### config.mk
export PLATFORM = sky130hd
export DESIGN_NAME = event_stream_text_parser
export DESIGN_NICKNAME = d
export VERILOG_FILES = /design/src/hdl/estp_pkg.sv /design/src/hdl/estp_front.sv /design/src/hdl/estp_queue.sv /design/src/hdl/estp_back.sv /design/src/hdl/event_stream_text_parser.sv
export SDC_FILE = /design/constraint.sdc
export NUM_CORES = 1
export LEC_CHECK = 0
export BUFFER_PORTS_ARGS = -buffer_cell sky130_fd_sc_hd__buf_4
export CAP_MARGIN = 40
export CORE_ASPECT_RATIO = 0.9
export CORE_MARGIN = 4
export CORE_UTILIZATION = 45
export CTS_CLUSTER_SIZE = 12
export DETAILED_ROUTE_END_ITERATION = 6
export GPL_TIMING_DRIVEN = 0
export PLACE_DENSITY = 0.63
export REMOVE_ABC_BUFFERS = 1
export SYNTH_ARGS = -nofsm -noshare
export SYNTH_HDL_FRONTEND = slang
export SYNTH_SLANG_ARGS = --single-unit
### constraint.sdc
create_clock -name clk -period 4 [get_ports clk]
set_input_delay 1.2 -clock clk [delete_from_list [all_inputs] [get_ports clk]]
set_output_delay 1.2 -clock clk [all_outputs]
set_load 0.02 [all_outputs]
### src/hdl/estp_pkg.sv
package estp_pkg;
	localparam logic [7:0] CH_LF = 8'd10;
	localparam logic [7:0] CH_CR = 8'd13;
	localparam logic [7:0] CH_COLON = 8'd58;
	localparam logic [7:0] CH_SPACE = 8'd32;

	localparam logic [1:0] K_DATA = 2'd0;
	localparam logic [1:0] K_NAME = 2'd1;
	localparam logic [1:0] K_ID = 2'd2;
	localparam logic [1:0] K_END = 2'd3;

	typedef enum logic [1:0] {
		FK_NONE = 2'd0,
		FK_DATA = 2'd1,
		FK_EVENT = 2'd2,
		FK_ID = 2'd3
	} fkind_t;

	typedef enum logic [4:0] {
		PH_START = 5'b00001,
		PH_COMMENT = 5'b00010,
		PH_FIELD = 5'b00100,
		PH_VFIRST = 5'b01000,
		PH_VALUE = 5'b10000
	} phase_t;

	// one command from front to back
	typedef enum logic [2:0] {
		OP_DATA = 3'd0,
		OP_NAME_CLR = 3'd1,
		OP_NAME_WR = 3'd2,
		OP_ID_CLR = 3'd3,
		OP_ID_WR = 3'd4,
		OP_DISPATCH = 3'd5,
		OP_NOP = 3'd6
	} op_t;

	typedef struct packed {
		op_t op;
		logic [7:0] value;
		logic last;
	} cmd_t;

	function automatic logic [7:0] word_data(input logic [2:0] p);
		unique case (p)
			3'd0: word_data = "d";
			3'd1: word_data = "a";
			3'd2: word_data = "t";
			3'd3: word_data = "a";
			default: word_data = 8'd0;
		endcase
	endfunction

	function automatic logic [7:0] word_event(input logic [2:0] p);
		unique case (p)
			3'd0: word_event = "e";
			3'd1: word_event = "v";
			3'd2: word_event = "e";
			3'd3: word_event = "n";
			3'd4: word_event = "t";
			default: word_event = 8'd0;
		endcase
	endfunction

	function automatic logic [7:0] word_id(input logic [2:0] p);
		unique case (p)
			3'd0: word_id = "i";
			3'd1: word_id = "d";
			default: word_id = 8'd0;
		endcase
	endfunction

	function automatic logic [7:0] word_message(input logic [2:0] p);
		unique case (p)
			3'd0: word_message = "m";
			3'd1: word_message = "e";
			3'd2: word_message = "s";
			3'd3: word_message = "s";
			3'd4: word_message = "a";
			3'd5: word_message = "g";
			3'd6: word_message = "e";
			default: word_message = 8'd0;
		endcase
	endfunction
endpackage

### src/hdl/estp_front.sv
module estp_front (
	input logic clk,
	input logic arst_n,
	input logic in_valid,
	output logic in_ready,
	input logic [7:0] byte_in,
	output logic cmd_valid,
	input logic cmd_ready,
	output estp_pkg::cmd_t cmd
);
	estp_pkg::phase_t phase_q;
	estp_pkg::fkind_t fk_q;
	logic [2:0] live_q;
	logic [2:0] pos_q;
	logic pcr_q;
	logic dne_q;
	logic crstep_q;
	logic [7:0] cur_q;

	// a byte may need two line steps when a held cr goes first
	logic [7:0] b;
	logic is_lf;
	logic lb_en;
	logic [7:0] lb;
	logic need_two;
	logic final_step;
	estp_pkg::op_t op;
	logic [7:0] val;
	estp_pkg::phase_t ph_n;
	estp_pkg::fkind_t fk_n;
	logic [2:0] live_n;
	logic [2:0] pos_n;
	logic dne_n;
	logic [2:0] fl;
	logic [2:0] fp;
	logic go;

	assign b = crstep_q ? cur_q : byte_in;
	assign is_lf = (b == estp_pkg::CH_LF);
	assign need_two = !crstep_q && pcr_q && !is_lf;
	// a cr after a held cr makes no result in its second step
	assign final_step = !need_two || b == estp_pkg::CH_CR;

	always_comb begin
		fl = live_q;
		fp = pos_q;
		op = estp_pkg::OP_NOP;
		val = 8'd0;
		ph_n = phase_q;
		fk_n = fk_q;
		live_n = live_q;
		pos_n = pos_q;
		dne_n = dne_q;
		lb_en = 1'b0;
		lb = need_two ? estp_pkg::CH_CR : b;
		if (is_lf && !need_two) begin
			if (phase_q == estp_pkg::PH_START) begin
				op = estp_pkg::OP_DISPATCH;
				dne_n = 1'b0;
			end else if (phase_q == estp_pkg::PH_FIELD) begin
				if (live_q[0] && pos_q == 3'd4) begin
					if (dne_q) begin
						op = estp_pkg::OP_DATA;
						val = estp_pkg::CH_LF;
					end
				end else if (live_q[1] && pos_q == 3'd5) begin
					op = estp_pkg::OP_NAME_CLR;
				end else if (live_q[2] && pos_q == 3'd2) begin
					op = estp_pkg::OP_ID_CLR;
				end
			end
			ph_n = estp_pkg::PH_START;
			live_n = 3'b111;
			pos_n = 3'd0;
			fk_n = estp_pkg::FK_NONE;
		end else if (need_two || !(b == estp_pkg::CH_CR)) begin
			lb_en = 1'b1;
		end
		if (lb_en) begin
			if (phase_q == estp_pkg::PH_START) begin
				fl = 3'b111;
				fp = 3'd0;
			end
			unique case (phase_q)
				estp_pkg::PH_START, estp_pkg::PH_FIELD: begin
					if (phase_q == estp_pkg::PH_START && lb == estp_pkg::CH_COLON) begin
						ph_n = estp_pkg::PH_COMMENT;
					end else if (phase_q == estp_pkg::PH_FIELD
						&& lb == estp_pkg::CH_COLON) begin
						ph_n = estp_pkg::PH_VFIRST;
						fk_n = estp_pkg::FK_NONE;
						if (live_q[0] && pos_q == 3'd4) begin
							fk_n = estp_pkg::FK_DATA;
							if (dne_q) begin
								op = estp_pkg::OP_DATA;
								val = estp_pkg::CH_LF;
							end
						end else if (live_q[1] && pos_q == 3'd5) begin
							fk_n = estp_pkg::FK_EVENT;
							op = estp_pkg::OP_NAME_CLR;
						end else if (live_q[2] && pos_q == 3'd2) begin
							fk_n = estp_pkg::FK_ID;
							op = estp_pkg::OP_ID_CLR;
						end
					end else begin
						ph_n = estp_pkg::PH_FIELD;
						live_n[0] = fl[0] && fp < 3'd4 && estp_pkg::word_data(fp) == lb;
						live_n[1] = fl[1] && fp < 3'd5 && estp_pkg::word_event(fp) == lb;
						live_n[2] = fl[2] && fp < 3'd2 && estp_pkg::word_id(fp) == lb;
						pos_n = (fp < 3'd7) ? fp + 3'd1 : fp;
					end
				end
				estp_pkg::PH_VFIRST, estp_pkg::PH_VALUE: begin
					ph_n = estp_pkg::PH_VALUE;
					if (phase_q == estp_pkg::PH_VALUE || lb != estp_pkg::CH_SPACE) begin
						val = lb;
						unique case (fk_q)
							estp_pkg::FK_DATA: begin
								op = estp_pkg::OP_DATA;
								dne_n = 1'b1;
							end
							estp_pkg::FK_EVENT: op = estp_pkg::OP_NAME_WR;
							estp_pkg::FK_ID: op = estp_pkg::OP_ID_WR;
							default: op = estp_pkg::OP_NOP;
						endcase
					end
				end
				default: ph_n = phase_q;
			endcase
		end
	end

	// every step pushes one command; the last one carries the end of the item
	assign cmd_valid = in_valid || crstep_q;
	assign go = cmd_valid && cmd_ready;
	assign in_ready = cmd_ready && !crstep_q;
	assign cmd.op = op;
	assign cmd.value = val;
	assign cmd.last = final_step;

	always_ff @(posedge clk or negedge arst_n) begin
		if (!arst_n) begin
			phase_q <= estp_pkg::PH_START;
			fk_q <= estp_pkg::FK_NONE;
			live_q <= 3'b111;
			pos_q <= 3'd0;
			pcr_q <= 1'b0;
			dne_q <= 1'b0;
			crstep_q <= 1'b0;
		end else if (go) begin
			phase_q <= ph_n;
			fk_q <= fk_n;
			live_q <= live_n;
			pos_q <= pos_n;
			dne_q <= dne_n;
			if (need_two) begin
				crstep_q <= 1'b1;
				pcr_q <= 1'b0;
			end else begin
				crstep_q <= 1'b0;
				if (is_lf) pcr_q <= 1'b0;
				else if (b == estp_pkg::CH_CR) pcr_q <= 1'b1;
			end
		end
	end

	always_ff @(posedge clk) begin
		if (go && need_two) cur_q <= byte_in;
	end
endmodule

### src/hdl/estp_queue.sv
module estp_queue #(
	parameter int DEPTH = 4
) (
	input logic clk,
	input logic arst_n,
	input logic wr_valid,
	output logic wr_ready,
	input estp_pkg::cmd_t wr_data,
	output logic rd_valid,
	input logic rd_ready,
	output estp_pkg::cmd_t rd_data
);
	localparam int AW = $clog2(DEPTH);
	estp_pkg::cmd_t mem_q [DEPTH];
	logic [AW-1:0] wp_q;
	logic [AW-1:0] rp_q;
	logic [AW:0] cnt_q;
	logic wr;
	logic rd;

	assign wr_ready = cnt_q != (AW+1)'(DEPTH);
	assign rd_valid = cnt_q != '0;
	assign rd_data = mem_q[rp_q];
	assign wr = wr_valid && wr_ready;
	assign rd = rd_valid && rd_ready;

	always_ff @(posedge clk or negedge arst_n) begin
		if (!arst_n) begin
			wp_q <= '0;
			rp_q <= '0;
			cnt_q <= '0;
		end else begin
			if (wr) wp_q <= (wp_q == AW'(DEPTH - 1)) ? '0 : wp_q + 1'b1;
			if (rd) rp_q <= (rp_q == AW'(DEPTH - 1)) ? '0 : rp_q + 1'b1;
			cnt_q <= cnt_q + (AW+1)'(wr) - (AW+1)'(rd);
		end
	end

	always_ff @(posedge clk) begin
		if (wr) mem_q[wp_q] <= wr_data;
	end
endmodule

### src/hdl/estp_back.sv
module estp_back #(
	parameter int NAME_MAX = 16,
	parameter int ID_MAX = 32
) (
	input logic clk,
	input logic arst_n,
	input logic cmd_valid,
	output logic cmd_ready,
	input estp_pkg::cmd_t cmd,
	output logic out_valid,
	input logic out_ready,
	output logic [1:0] kind,
	output logic [7:0] byte_value,
	output logic name_is_default,
	output logic name_cut,
	output logic id_cut,
	output logic last_of_run
);
	localparam int NW = $clog2(NAME_MAX + 1);
	localparam int IW = $clog2(ID_MAX + 1);
	localparam int NA = (NAME_MAX > 1) ? $clog2(NAME_MAX) : 1;
	localparam int IA = (ID_MAX > 1) ? $clog2(ID_MAX) : 1;

	typedef enum logic [2:0] {
		B_CMD = 3'b001,
		B_NAME = 3'b010,
		B_ID = 3'b100
	} bst_t;

	logic [7:0] nmem_q [NAME_MAX];
	logic [7:0] imem_q [ID_MAX];
	logic [NW-1:0] nlen_q;
	logic [IW-1:0] ilen_q;
	logic ndef_q;
	logic nov_q;
	logic iov_q;
	logic [6:0] msg_q;
	bst_t st_q;
	logic [NW-1:0] ni_q;
	logic [IW-1:0] ii_q;
	logic def_q;
	logic lastcmd_q;
	logic dne_q;

	logic ov_q;
	logic [1:0] k_q;
	logic [7:0] v_q;
	logic d_q;
	logic nc_q;
	logic ic_q;
	logic l_q;

	logic slot;
	logic take;
	logic msg;
	logic dflt;
	logic load;

	assign slot = !ov_q || out_ready;
	assign cmd_ready = slot && st_q == B_CMD;
	assign take = cmd_valid && cmd_ready;
	assign msg = ndef_q || (!nov_q && nlen_q == NW'(7) && msg_q == 7'h7f);
	assign dflt = msg || nlen_q == '0;
	assign load = (take && cmd.op == estp_pkg::OP_DATA)
		|| (st_q == B_NAME && slot && ni_q < nlen_q)
		|| (st_q == B_ID && slot);

	assign out_valid = ov_q;
	assign kind = k_q;
	assign byte_value = v_q;
	assign name_is_default = d_q;
	assign name_cut = nc_q;
	assign id_cut = ic_q;
	assign last_of_run = l_q;

	always_ff @(posedge clk or negedge arst_n) begin
		if (!arst_n) begin
			nlen_q <= '0;
			ilen_q <= '0;
			ndef_q <= 1'b1;
			nov_q <= 1'b0;
			iov_q <= 1'b0;
			msg_q <= '0;
			st_q <= B_CMD;
			ni_q <= '0;
			ii_q <= '0;
			def_q <= 1'b0;
			lastcmd_q <= 1'b0;
			ov_q <= 1'b0;
			dne_q <= 1'b0;
		end else begin
			ov_q <= load || (ov_q && !out_ready);
			unique case (st_q)
				B_CMD: begin
					if (take) begin
						unique case (cmd.op)
							estp_pkg::OP_DATA: begin
								dne_q <= 1'b1;
							end
							estp_pkg::OP_NAME_CLR: begin
								ndef_q <= 1'b0;
								nlen_q <= '0;
								nov_q <= 1'b0;
								msg_q <= '0;
							end
							estp_pkg::OP_NAME_WR: begin
								if (nlen_q < NW'(NAME_MAX)) begin
									nlen_q <= nlen_q + 1'b1;
									if (nlen_q < NW'(7))
										msg_q[nlen_q[2:0]] <= cmd.value ==
											estp_pkg::word_message(nlen_q[2:0]);
								end else begin
									nov_q <= 1'b1;
								end
							end
							estp_pkg::OP_ID_CLR: begin
								ilen_q <= '0;
								iov_q <= 1'b0;
							end
							estp_pkg::OP_ID_WR: begin
								if (ilen_q < IW'(ID_MAX)) ilen_q <= ilen_q + 1'b1;
								else iov_q <= 1'b1;
							end
							estp_pkg::OP_DISPATCH: begin
								if (dne_q || !msg) begin
									def_q <= dflt;
									lastcmd_q <= cmd.last;
									ni_q <= '0;
									ii_q <= '0;
									st_q <= (!dflt) ? B_NAME : B_ID;
								end else begin
									ndef_q <= 1'b1;
									nlen_q <= '0;
									nov_q <= 1'b0;
									dne_q <= 1'b0;
								end
							end
							default: ;
						endcase
					end
				end
				B_NAME: begin
					if (slot) begin
						if (ni_q < nlen_q) begin
							ni_q <= ni_q + 1'b1;
						end else begin
							st_q <= B_ID;
						end
					end
				end
				B_ID: begin
					if (slot) begin
						if (ii_q < ilen_q) begin
							ii_q <= ii_q + 1'b1;
						end else begin
							st_q <= B_CMD;
							ndef_q <= 1'b1;
							nlen_q <= '0;
							nov_q <= 1'b0;
							dne_q <= 1'b0;
						end
					end
				end
				default: st_q <= B_CMD;
			endcase
		end
	end

	always_ff @(posedge clk) begin
		if (take && cmd.op == estp_pkg::OP_NAME_WR && nlen_q < NW'(NAME_MAX))
			nmem_q[nlen_q[NA-1:0]] <= cmd.value;
		if (take && cmd.op == estp_pkg::OP_ID_WR && ilen_q < IW'(ID_MAX))
			imem_q[ilen_q[IA-1:0]] <= cmd.value;
		if (st_q == B_CMD && take && cmd.op == estp_pkg::OP_DATA) begin
			k_q <= estp_pkg::K_DATA;
			v_q <= cmd.value;
			d_q <= 1'b0;
			nc_q <= 1'b0;
			ic_q <= 1'b0;
			l_q <= cmd.last;
		end else if (st_q == B_NAME && slot && ni_q < nlen_q) begin
			k_q <= estp_pkg::K_NAME;
			v_q <= nmem_q[ni_q[NA-1:0]];
			d_q <= 1'b0;
			nc_q <= 1'b0;
			ic_q <= 1'b0;
			l_q <= 1'b0;
		end else if (st_q == B_ID && slot) begin
			if (ii_q < ilen_q) begin
				k_q <= estp_pkg::K_ID;
				v_q <= imem_q[ii_q[IA-1:0]];
				d_q <= 1'b0;
				nc_q <= 1'b0;
				ic_q <= 1'b0;
				l_q <= 1'b0;
			end else begin
				k_q <= estp_pkg::K_END;
				v_q <= 8'd0;
				d_q <= def_q;
				nc_q <= !def_q && nov_q;
				ic_q <= iov_q;
				l_q <= lastcmd_q;
			end
		end
	end
endmodule

### src/hdl/event_stream_text_parser.sv
// Byte-stream event parser. One byte enters per cycle while in_ready is high,
// through a front stage that classifies it and pushes a command into a four-entry
// queue; a back stage runs the commands and drives a registered result. A held CR
// followed by a non-LF byte gets its own front step before that byte. An emitted
// dispatch blocks the back stage while it reads the name store, then the id store
// (only the id store for a default name), so input stalls once the queue fills.
module event_stream_text_parser #(
	parameter int NAME_MAX = 16,
	parameter int ID_MAX = 32
) (
	input logic clk,
	input logic arst_n,
	input logic in_valid,
	output logic in_ready,
	input logic [7:0] byte_in,
	output logic out_valid,
	input logic out_ready,
	output logic [1:0] kind,
	output logic [7:0] byte_value,
	output logic name_is_default,
	output logic name_cut,
	output logic id_cut,
	output logic last_of_run
);
	logic f_valid;
	logic f_ready;
	estp_pkg::cmd_t f_cmd;
	logic q_valid;
	logic q_ready;
	estp_pkg::cmd_t q_cmd;

	estp_front u_front (
		.clk(clk), .arst_n(arst_n),
		.in_valid(in_valid), .in_ready(in_ready), .byte_in(byte_in),
		.cmd_valid(f_valid), .cmd_ready(f_ready), .cmd(f_cmd)
	);

	estp_queue #(.DEPTH(4)) u_queue (
		.clk(clk), .arst_n(arst_n),
		.wr_valid(f_valid), .wr_ready(f_ready), .wr_data(f_cmd),
		.rd_valid(q_valid), .rd_ready(q_ready), .rd_data(q_cmd)
	);

	estp_back #(.NAME_MAX(NAME_MAX), .ID_MAX(ID_MAX)) u_back (
		.clk(clk), .arst_n(arst_n),
		.cmd_valid(q_valid), .cmd_ready(q_ready), .cmd(q_cmd),
		.out_valid(out_valid), .out_ready(out_ready),
		.kind(kind), .byte_value(byte_value), .name_is_default(name_is_default),
		.name_cut(name_cut), .id_cut(id_cut), .last_of_run(last_of_run)
	);
endmodule

# Word-level counts from Yosys, hierarchy flattened
# Memories as Yosys holds them, arrays and structs flattened.
# Cells that the tools add are included.
# totals
reg_bits	84
ramBits	432
inputBits	12
mem_count	3
# mem_list
memory	words	word_bits	read_ports	rd_clocked_by_memory_dff	wr	line_no	rtl
u_back.imem_q	32	8	1	0	1	estp_back.sv:31	logic [7:0] imem_q [ID_MAX];
u_back.nmem_q	16	8	1	0	1	estp_back.sv:30	logic [7:0] nmem_q [NAME_MAX];
u_queue.mem_q	4	12	1	0	1	estp_queue.sv:14	estp_pkg::cmd_t mem_q [DEPTH];
# op_classes
n_addsub	9
n_lt_le_gt_ge	11
eq_ne	61
muxes	168
reduce_logical	87
# ops
cell	count
$mux W8	33
$mux W3	38
$mux W5	13
$mux W1	40
$mux W6	6
$pmux W7 S5	1
$logic_and A1 B1 Y1	34
$eq A8 B8 Y1	4
$pmux W5 S2	3
$pmux W7 S2	2
$pmux W7 S4	1
$eq A3 B3 Y1 const B	9
$eq A3 B2 Y1 const B	8
$pmux W6 S2	2
$reduce_and A6 Y1	4
$ne A3 B3 Y1 const B	7
$pmux W7 S3	1
$reduce_and A7 Y1	3
$mux W2	10
$pmux W3 S3	2
$eq A8 B4 Y1 const B	2
$ne A2 B2 Y1 const B	8
$pmux W8 S2	1
$pmux W5 S3	1
other kinds (45)	103

# Logic depth before layout (Yosys ltp)
# Gate-level depths: netlist of the first run.
# logic_depth
word_depth	21
depth_mapped	13
mapped_depth_nobuf	12

# Hierarchy
# From an unflattened synthesis of the first run, not the netlist that was laid out.
# unflattened
cells_unflattened	1358
area_unflattened_um2	22317.7
# modules_own_cells
module	n_inst	cells_each	area_per_inst_um2	seq_area_each_um2
estp_back	1	997	17973.5	12879.9
estp_queue	1	106	2215.9	1616.6
estp_front	1	255	2128.3	645.6

# Worst setup path after synthesis of the first run
# Ideal clock, no wire load.
# synth_timing
kind	in2reg
startpoint	input out_ready
endpoint	memory u_back.nmem_q[0][0], enable pin
setup_ns	0.383
arrival_ns	3.001
setup_slack_ns	0.615
cell_stages	6
path_buffers	1
cell_sequence	nor2b_1 > or3_1 > buf_2 > nor4_1 > nand2_1 > nor3_1
# synth_via
elab_chain_cells	7
# synth_rtl
element	line_no	rtl
from (decl)	event_stream_text_parser.sv:17	input logic out_ready,
$logic_or A1 B1 Y1	estp_back.sv:59	assign slot = !ov_q || out_ready;
$logic_and A1 B1 Y1	estp_back.sv:60	assign cmd_ready = slot && st_q == B_CMD;
$logic_and A1 B1 Y1	estp_back.sv:61	assign take = cmd_valid && cmd_ready;
$logic_and A1 B1 Y1 (2 in series)	estp_back.sv:170	if (take && cmd.op == estp_pkg::OP_NAME_WR && nlen_q < NW'(NAME_MAX))
$mux W1	estp_back.sv:170	
$mux W1 (not written as such)	estp_back.sv:171	nmem_q[nlen_q[NA-1:0]] <= cmd.value;
to (decl)	estp_back.sv:30	
# No other way between the ends.

# Worst setup path after layout of the first run
# layout_timing
startpoint	register u_back.st_q[0]
endpoint	memory u_back.imem_q[10][3], enable pin
# layout_via
elab_chain_cells	7
# layout_rtl
element	line_no	rtl
from (decl)	estp_back.sv:38	bst_t st_q;
from (signal assigned)	estp_back.sv:130	st_q <= (!dflt) ? B_NAME : B_ID;
$eq A3 B1 Y1	estp_back.sv:60	
$logic_and A1 B1 Y1	estp_back.sv:60	
$logic_and A1 B1 Y1	estp_back.sv:61	
via u_back.take	estp_back.sv:54	logic take;
$logic_and A1 B1 Y1 (2 in series)	estp_back.sv:172	if (take && cmd.op == estp_pkg::OP_ID_WR && ilen_q < IW'(ID_MAX))
$mux W1	estp_back.sv:172	
$mux W1 (not written as such)	estp_back.sv:173	imem_q[ilen_q[IA-1:0]] <= cmd.value;
to (decl)	estp_back.sv:31	
# The timed path passes the listed nets, and every way through them passes these cells.

==> impl_metrics.env, run 1 <==
export IMPL_status="completed"
export IMPL_layout_worst_path_cycle_share_pct=98.0
export IMPL_hold_slack_ps=465
export IMPL_finalPower_w=0.0166
export IMPL_hpwl_um=31800
export IMPL_die_y_um=218
export IMPL_synth_edf_count=449
export IMPL_yosysUniqueCellTypes=75
export IMPL_routedWlPerCell_um=24.0
export IMPL_grt_pass1_vias=11900
export IMPL_ir_drop_mv=0.350
export IMPL_track_usage_pct=18.4
export IMPL_ios=28
export IMPL_drt_iter0_drc=1280
export IMPL_vias=11900
export IMPL_rsz0062_at_grt="true"
export IMPL_htreeDepth=2
export IMPL_start_util_pct=45.9
export IMPL_nNetsFinal=1402
export IMPL_clock_latency_ps=600
export IMPL_antenna_left=0
export IMPL_antenna_cells=0
export IMPL_slew_limit_headroom_pct=34.5
export IMPL_drc_errors=0
export IMPL_numClockSinks=516
export IMPL_netlist_instances=1311
export IMPL_async_reset_ff_share_pct=12.0
export IMPL_wl_um=48400
export IMPL_grt_max_degree=63
export IMPL_overflow=0
export IMPL_vias_per_cell=5.89
export IMPL_leakagePower_nw=8.10
export IMPL_tns_ps=0
export IMPL_min_period_ps=3920
export IMPL_worstRegToRegCells=6
export IMPL_fmax_mhz=255
export IMPL_hold_viol_final=0
export IMPL_ys_ff_latch=516
export IMPL_fp_row_count=76
export IMPL_cp_required_ps=4220
export IMPL_setup_violations=0
export IMPL_syn_to_final_growth_pct=12.9
export IMPL_first_pass_iters=5
export IMPL_dieArea_mm2=0.0528
export IMPL_cts_buffer_depth=3
export IMPL_seq_area_frac_synth_pct=68.4
export IMPL_power_density_mw_per_mm2=664
export IMPL_drv_cap=0
export IMPL_root_buffer="clkbuf_16"
export IMPL_finalWeightedCongestion=0.834
export IMPL_cts_repair_resize_count=1
export IMPL_critPathLaunchType="register"
export IMPL_fin_cells=2018
export IMPL_synth_area_per_cell_um2=16.9
export IMPL_r2r_slack_ps=80
export IMPL_cts_tree="done"
export IMPL_slew_violations=0
export IMPL_fin_skew_ps=17.9
export IMPL_cts_buffers=52
export IMPL_grt_pass1_wl_um=74200
export IMPL_utilization_pct=51.8
export IMPL_grt_antenna_before_repair=0
export IMPL_clk_pin_slew_ps=60
export IMPL_hold_class="register to register"
export IMPL_crit_end="u_back.imem_q[10][3]"
export IMPL_cp_max_fo=10
export IMPL_die_w_um=242
export IMPL_cts_setup_buffers=0
export IMPL_cts_hold_buf=0
export IMPL_core_region_area_mm2=0.0482
export IMPL_drive_gt1_share_pct=20.9
export IMPL_num_fill_cells=3854
export IMPL_cp_end_kind="register"
export IMPL_setup_worst_path_start="u_back.st_q[0]"
export IMPL_yosys_warnings=0
export IMPL_worstReg2RegStart="u_back.st_q[0]"
export IMPL_worstSetupPathType="register to register"
export IMPL_place_port_buffers=27
export IMPL_r2r_end="u_back.imem_q[10][3]"
export IMPL_arrival_ps=4150
export IMPL_tightest_slew_ps=982
export IMPL_ys_flop_type="edfxtp_1"
export IMPL_netlist_area_mm2=0.0221
export IMPL_dp_cells=1924
-- critical path, cell delays in order (launching register included) --
cell and delay, ps:
dfstp_2 600, or3b_1 480, or3_1 630, inv_1 340, and2_1 360, nand2_1 360, nor2_1 770
-- logic make-up after synthesis --
kind of cell | count (synthesis) | share of synthesized area, %
AOI/OAI and AO/OA | 185 | 5.62
muxes | 159 | 14.8
and+or+nand+nor | 305 | 6.69
DFF | 516 | 68.4
adders and majority gates | 36 | 2.07
xor gates and xnor gates | 16 | 0.633
buffers and inverters | 94 | 1.77
-- registers in the layout, summed over array words and instances, names as in the netlist, 2 cells and up --
register	count
u_back.imem_q	256
u_queue.mem_q	48
u_back.nmem_q	128
u_back.ii_q	6
u_back.st_q	3
u_back.kind	2
u_back.msg_q	7
u_front.cur_q	8
u_front.phase_q	5
u_back.byte_value	8
u_queue.rp_q	2
u_front.live_q	3
u_back.ilen_q	6
u_front.pos_q	3
u_queue.cnt_q	3
u_back.ni_q	5
u_back.nlen_q	5
u_queue.wp_q	2
u_front.fk_q	2
-- area by class of cell --
cell class / instances / area [um2] / area share (%)
clock buffer: 85 / 1510 / 6.05
sequential: 516 / 15200 / 60.6
timing repair buffer: 51 / 672 / 2.69
multi-input combinational: 701 / 6620 / 26.5
inverter: 32 / 124 / 0.496
clock inverter: 9 / 124 / 0.496
tap: 624 / 781 / 3.12
-- metal layers --
layer	routed length [um]	vias up	GRT usage (%)
met1	21700	6146	27.2
li1	-	5338	-
met5	0	-	0
met4	989	0	4.78
met2	22700	329	28.9
met3	3030	63	3.14
-- metrics by stage --
step | setup slack, ps | instance area [um2]
after floorplan | -427 | 21900
after global placement | -2020 | 22900
after detailed placement | -204 | 23300
after CTS | 61.0 | 25000
after global routing | -65.9 | 25000
final | 78.1 | 25000
-- power by group --
group          leakage [nW]  switching [W]  internal, W
logic                  2.41        0.00283      0.00164
clock network         0.792        0.00200      0.00272
registers              4.90       0.000363      0.00703
-- synth_stat cells, types with 4 or more instances --
master | instances | area, um2
a21o_1 | 8 | 60.1
a21oi_1 | 45 | 225
a22o_1 | 10 | 87.6
a22oi_1 | 10 | 75.1
a31oi_1 | 5 | 31.3
a32o_1 | 4 | 40.0
and2_1 | 11 | 68.8
buf_1 | 5 | 18.8
buf_2 | 6 | 30.0
clkbuf_1 | 47 | 176
dfrtp_1 | 56 | 1400
dfstp_2 | 6 | 158
dfxtp_1 | 5 | 100
edfxtp_1 | 449 | 13500
ha_1 | 35 | 438
inv_1 | 30 | 113
mux2_2 | 8 | 90.1
mux2i_1 | 19 | 190
mux4_1 | 8 | 210
mux4_2 | 124 | 2790
nand2_1 | 67 | 251
nand2b_1 | 15 | 93.8
nand3_1 | 24 | 120
nand4_1 | 12 | 75.1
nor2_1 | 97 | 364
nor2b_1 | 8 | 50.1
nor3_1 | 25 | 125
nor4_1 | 8 | 50.1
o21a_1 | 5 | 37.5
o21ai_0 | 47 | 235
o21bai_1 | 4 | 30.0
o311ai_0 | 5 | 43.8
o31ai_1 | 5 | 37.5
o41ai_1 | 5 | 43.8
or2_2 | 4 | 25.0
or3_1 | 13 | 81.3
xnor2_1 | 9 | 78.8
xor2_1 | 7 | 61.3
-- cell usage in the layout, fill, tap and decap left out, drive strengths merged, types with 6 or more instances in the layout --
master  count
mux2        8
nor4        8
mux2i      19
nand2      68
dfrtp      56
o21ai      48
nor2       97
inv        33
dfstp       6
nand2b     15
o41ai       7
edfxtp    449
a21o        9
xor2        7
or3        13
clkbuf     85
nor3       25
nand3      24
buf        50
and2       12
ha         35
a21oi      45
nand4      12
mux4      132
nor2b       8
a22o       10
xnor2       9
a22oi      10
-- worst min path at each step --
stage | cells after the start | startpoint | end
2_1_floorplan | 2 | u_back.lastcmd_q | u_back.lastcmd_q
3_3_place_gp | 2 | u_back.kind[1] | u_back.kind[1]
3_5_place_dp | 2 | u_back.kind[1] | u_back.kind[1]
4_1_cts | 2 | u_back.kind[1] | u_back.kind[1]
5_1_grt | 2 | u_back.lastcmd_q | u_back.lastcmd_q
6_report | 2 | u_back.kind[1] | u_back.kind[1]
No activity file was read; power rests on OpenSTA's default activity.
==> run 2: changes to the inputs <==
Settings changed: RECOVER_POWER set to 100, SYNTH_HIERARCHICAL set to 1.
==> run 2 against run 1 <==
  * The flow now finishes with violations (max-capacitance violations, max-slew violations)
  * Cell count rose by 3.0%
  * Via count rose by 3.7%
  * Worst setup slack improved by 130 ps
  * Clock power fell by 2%
  * Power rose by 0.67%
  * Flip-flop and latch count did not move
  * Combinational power rose by 3%
  * Core utilization fell by 0.85 points
  * Sequential share of layout area fell by 0.16 points
  * Critical path depth rose by 1
  * Clock skew barely moved
==> impl_metrics.env, run 2 <==
export IMPL_cts_buffers=53
export IMPL_vias=12300
export IMPL_num_fill_cells=4013
export IMPL_cp_cell_sequence="buf_16, mux4_2, nor2_1, nand2_1, nor3_2, nand2_1, nor2_1"
export IMPL_track_usage_pct=18.2
export IMPL_grt_antenna_before_repair=0
export IMPL_place_port_buffers=27
export IMPL_layout_worst_path_cycle_share_pct=94.7
export IMPL_netlist_instances=1358
export IMPL_failed_checks="max-capacitance violations, max-slew violations"
export IMPL_antenna_left=0
export IMPL_drt_iter0_drc=1089
export IMPL_cp_max_fo=10
export IMPL_drc_errors=0
export IMPL_syn_to_final_growth_pct=12.2
export IMPL_crit_slowest_cell="nor2_1"
export IMPL_cp_required_ps=4230
export IMPL_layout_cells_most_common="edfxtp_1"
export IMPL_routedWlPerCell_um=23.2
export IMPL_async_reset_ff_share_pct=12.0
export IMPL_cp_end_kind="register"
export IMPL_die_w_um=243
export IMPL_critPathTopFamily="simple AND/OR/NAND/NOR gates"
export IMPL_synth_area_leaders="edfxtp_1 (60%), mux4_2 (11%), dfrtp_1 (6.3%), ha_1 (1.9%), nor2_1 (1.7%)"
export IMPL_hpwl_um=31200
export IMPL_status="complete, but fails checks"
export IMPL_arrival_ps=4020
export IMPL_grt_pass1_vias=12400
export IMPL_slowest_delay_ps=790
export IMPL_tns_ps=0
export IMPL_yosys_warnings=6
export IMPL_seq_area_frac_synth_pct=67.8
export IMPL_synth_top_area_share_pct=60.4
export IMPL_dieArea_mm2=0.0532
export IMPL_leakagePower_nw=8.18
export IMPL_first_pass_iters=5
export IMPL_netlist_area_mm2=0.0223
export IMPL_synth_edf_count=449
export IMPL_power_density_mw_per_mm2=667
export IMPL_hold_slack_ps=493
export IMPL_fin_skew_ps=17.8
export IMPL_synth_most_common_cell="edfxtp_1"
export IMPL_slew_violations=63
export IMPL_cts_tree="done"
export IMPL_clk_pin_slew_ps=60
export IMPL_yosysUniqueCellTypes=91
export IMPL_yosysTopAreaCell="edfxtp_1"
export IMPL_worstSetupPathType="register to register"
export IMPL_wl_um=48200
export IMPL_synth_common_cells="edfxtp_1 (449), mux4_2 (108), nor2_1 (99)"
export IMPL_layout_common_cells="edfxtp_1 (449), mux4_2 (108), nor2_1 (97)"
export IMPL_clock_latency_ps=610
export IMPL_hold_viol_final=0
export IMPL_tightest_slew_ps=1670
export IMPL_synth_area_per_cell_um2=16.4
export IMPL_overflow=0
export IMPL_grt_max_degree=63
export IMPL_die_y_um=219
export IMPL_slew_limit_headroom_pct=-11.3
export IMPL_numClockSinks=516
export IMPL_ios=28
export IMPL_drv_cap=1
export IMPL_min_period_ps=3790
export IMPL_setup_violations=0
export IMPL_vias_per_cell=5.93
export IMPL_htreeDepth=2
export IMPL_ys_ff_latch=516
export IMPL_drive_gt1_share_pct=19.9
export IMPL_fmax_mhz=264
export IMPL_cts_buffer_depth=3
export IMPL_hold_class="register to register"
export IMPL_critPathLaunchType="register"
export IMPL_core_region_area_mm2=0.0491
export IMPL_root_buffer="clkbuf_16"
export IMPL_rsz0062_at_grt="true"
export IMPL_finalWeightedCongestion=0.857
export IMPL_nNetsFinal=1453
export IMPL_grt_pass1_wl_um=74500
export IMPL_ir_drop_mv=0.398
export IMPL_fp_row_count=77
export IMPL_ys_flop_type="edfxtp_1"
export IMPL_path_buf_inv=1
export IMPL_largest_reg_flops=256
export IMPL_start_util_pct=45.4
run 2: cell types whose count changed in the layout (fill, tap and decap cells not counted), sizes merged, moves of 7 or more:
cell,previous run,this run
a211oi,2,15
a221o,0,8
buf,50,42
mux2,8,21
mux4,132,108
nand2,68,59
nor2b,8,25
o22ai,3,25
or3,13,6
run 2: area by class of cell:
type	count	area, um2	area share [%]
Inverter	34	128	0.509
Clock inverter	15	153	0.609
Sequential cell	516	15200	60.5
Timing Repair Buffer	52	601	2.40
Tap cell	632	791	3.16
Antenna cell	1	2.50	0.00999
Clock buffer	80	1480	5.90
Multi-Input combinational cell	749	6750	26.9
run 2: report_power, final:
part | internal [W] | total [W] | leakage [nW] | switching [W]
sequential | 0.00707 | 0.00747 | 4.86 | 0.000393
combinational | 0.00186 | 0.00461 | 2.54 | 0.00275
clock | 0.00262 | 0.00462 | 0.780 | 0.00200
run 2: worst reg2reg max path, cell delays in order (launching register included):
cell and delay (ps):
dfrtp_1 540, buf_16 200, mux4_2 600, nor2_1 310, nand2_1 120, nor3_2 400, nand2_1 460, nor2_1 790
run 2: through the flow:
| stage | utilization [%] | setup slack (ps) | std cells | cell area, um2 | total power (W) |
|---|---|---|---|---|---|
| floorplan | - | -250 | 1299 | 22000 | 0.0104 |
| global placement | 46.8 | -1710 | 1958 | 23000 | 0.0119 |
| detailed placement | 47.7 | 79.7 | 1983 | 23400 | 0.0122 |
| CTS | 51.0 | 183 | 2078 | 25100 | 0.0169 |
| global route | 51.0 | -13.7 | 2078 | 25000 | 0.0175 |
| finish | 51.0 | 211 | 2079 | 25100 | 0.0167 |
run 2: repair_timing:
item / 4_1_cts / 5_1_grt
hold endpoints to repair: 0 / 0
hold buffers: 0 / 0
buffers inserted: 0 / 0
resized for setup: 0 / 5
setup endpoints to repair: 0 / 20
run 2: cell families after synthesis:
family / after synthesis / synth area share [%]
AOI/OAI and AO/OA: 234 / 7.25
muxes: 152 / 13.0
xor gates and xnor gates: 11 / 0.432
buffers and inverters: 93 / 2.01
and+or+nand+nor: 317 / 7.47
adders and majority gates: 35 / 2.00
DFF: 516 / 67.8
run 2: per-layer routing:
| layer | routed length (um) | part of all wire (%) | GRT usage [%] | vias up |
|---|---|---|---|---|
| li1 | - | - | - | 5552 |
| met4 | 1170 | 2.4 | 4.96 | 0 |
| met3 | 3050 | 6.3 | 3.62 | 82 |
| met1 | 21200 | 44 | 26.2 | 6284 |
| met2 | 22800 | 47 | 28.8 | 402 |
| met5 | 0 | 0 | 0 | - |
run 2: path summary, 6_finish.rpt:
| check | startpoint | end | slack (ps) | cells after the start |
|---|---|---|---|---|
| max | u_queue/rp_q[0] | u_back/imem_q[15][4] | 210 | 7 |
| min | u_back/def_q | u_back/name_is_default | 490 | 1 |
| max reg2reg | u_queue/rp_q[0] | u_back/imem_q[15][4] | 210 | 7 |
| min reg2reg | u_back/def_q | u_back/name_is_default | 490 | 1 |
| max in group asynchronous | arst_n | u_back/ii_q[1] | 1750 | 1 |
| min in group asynchronous | arst_n | u_front/phase_q[3] | 1020 | 1 |
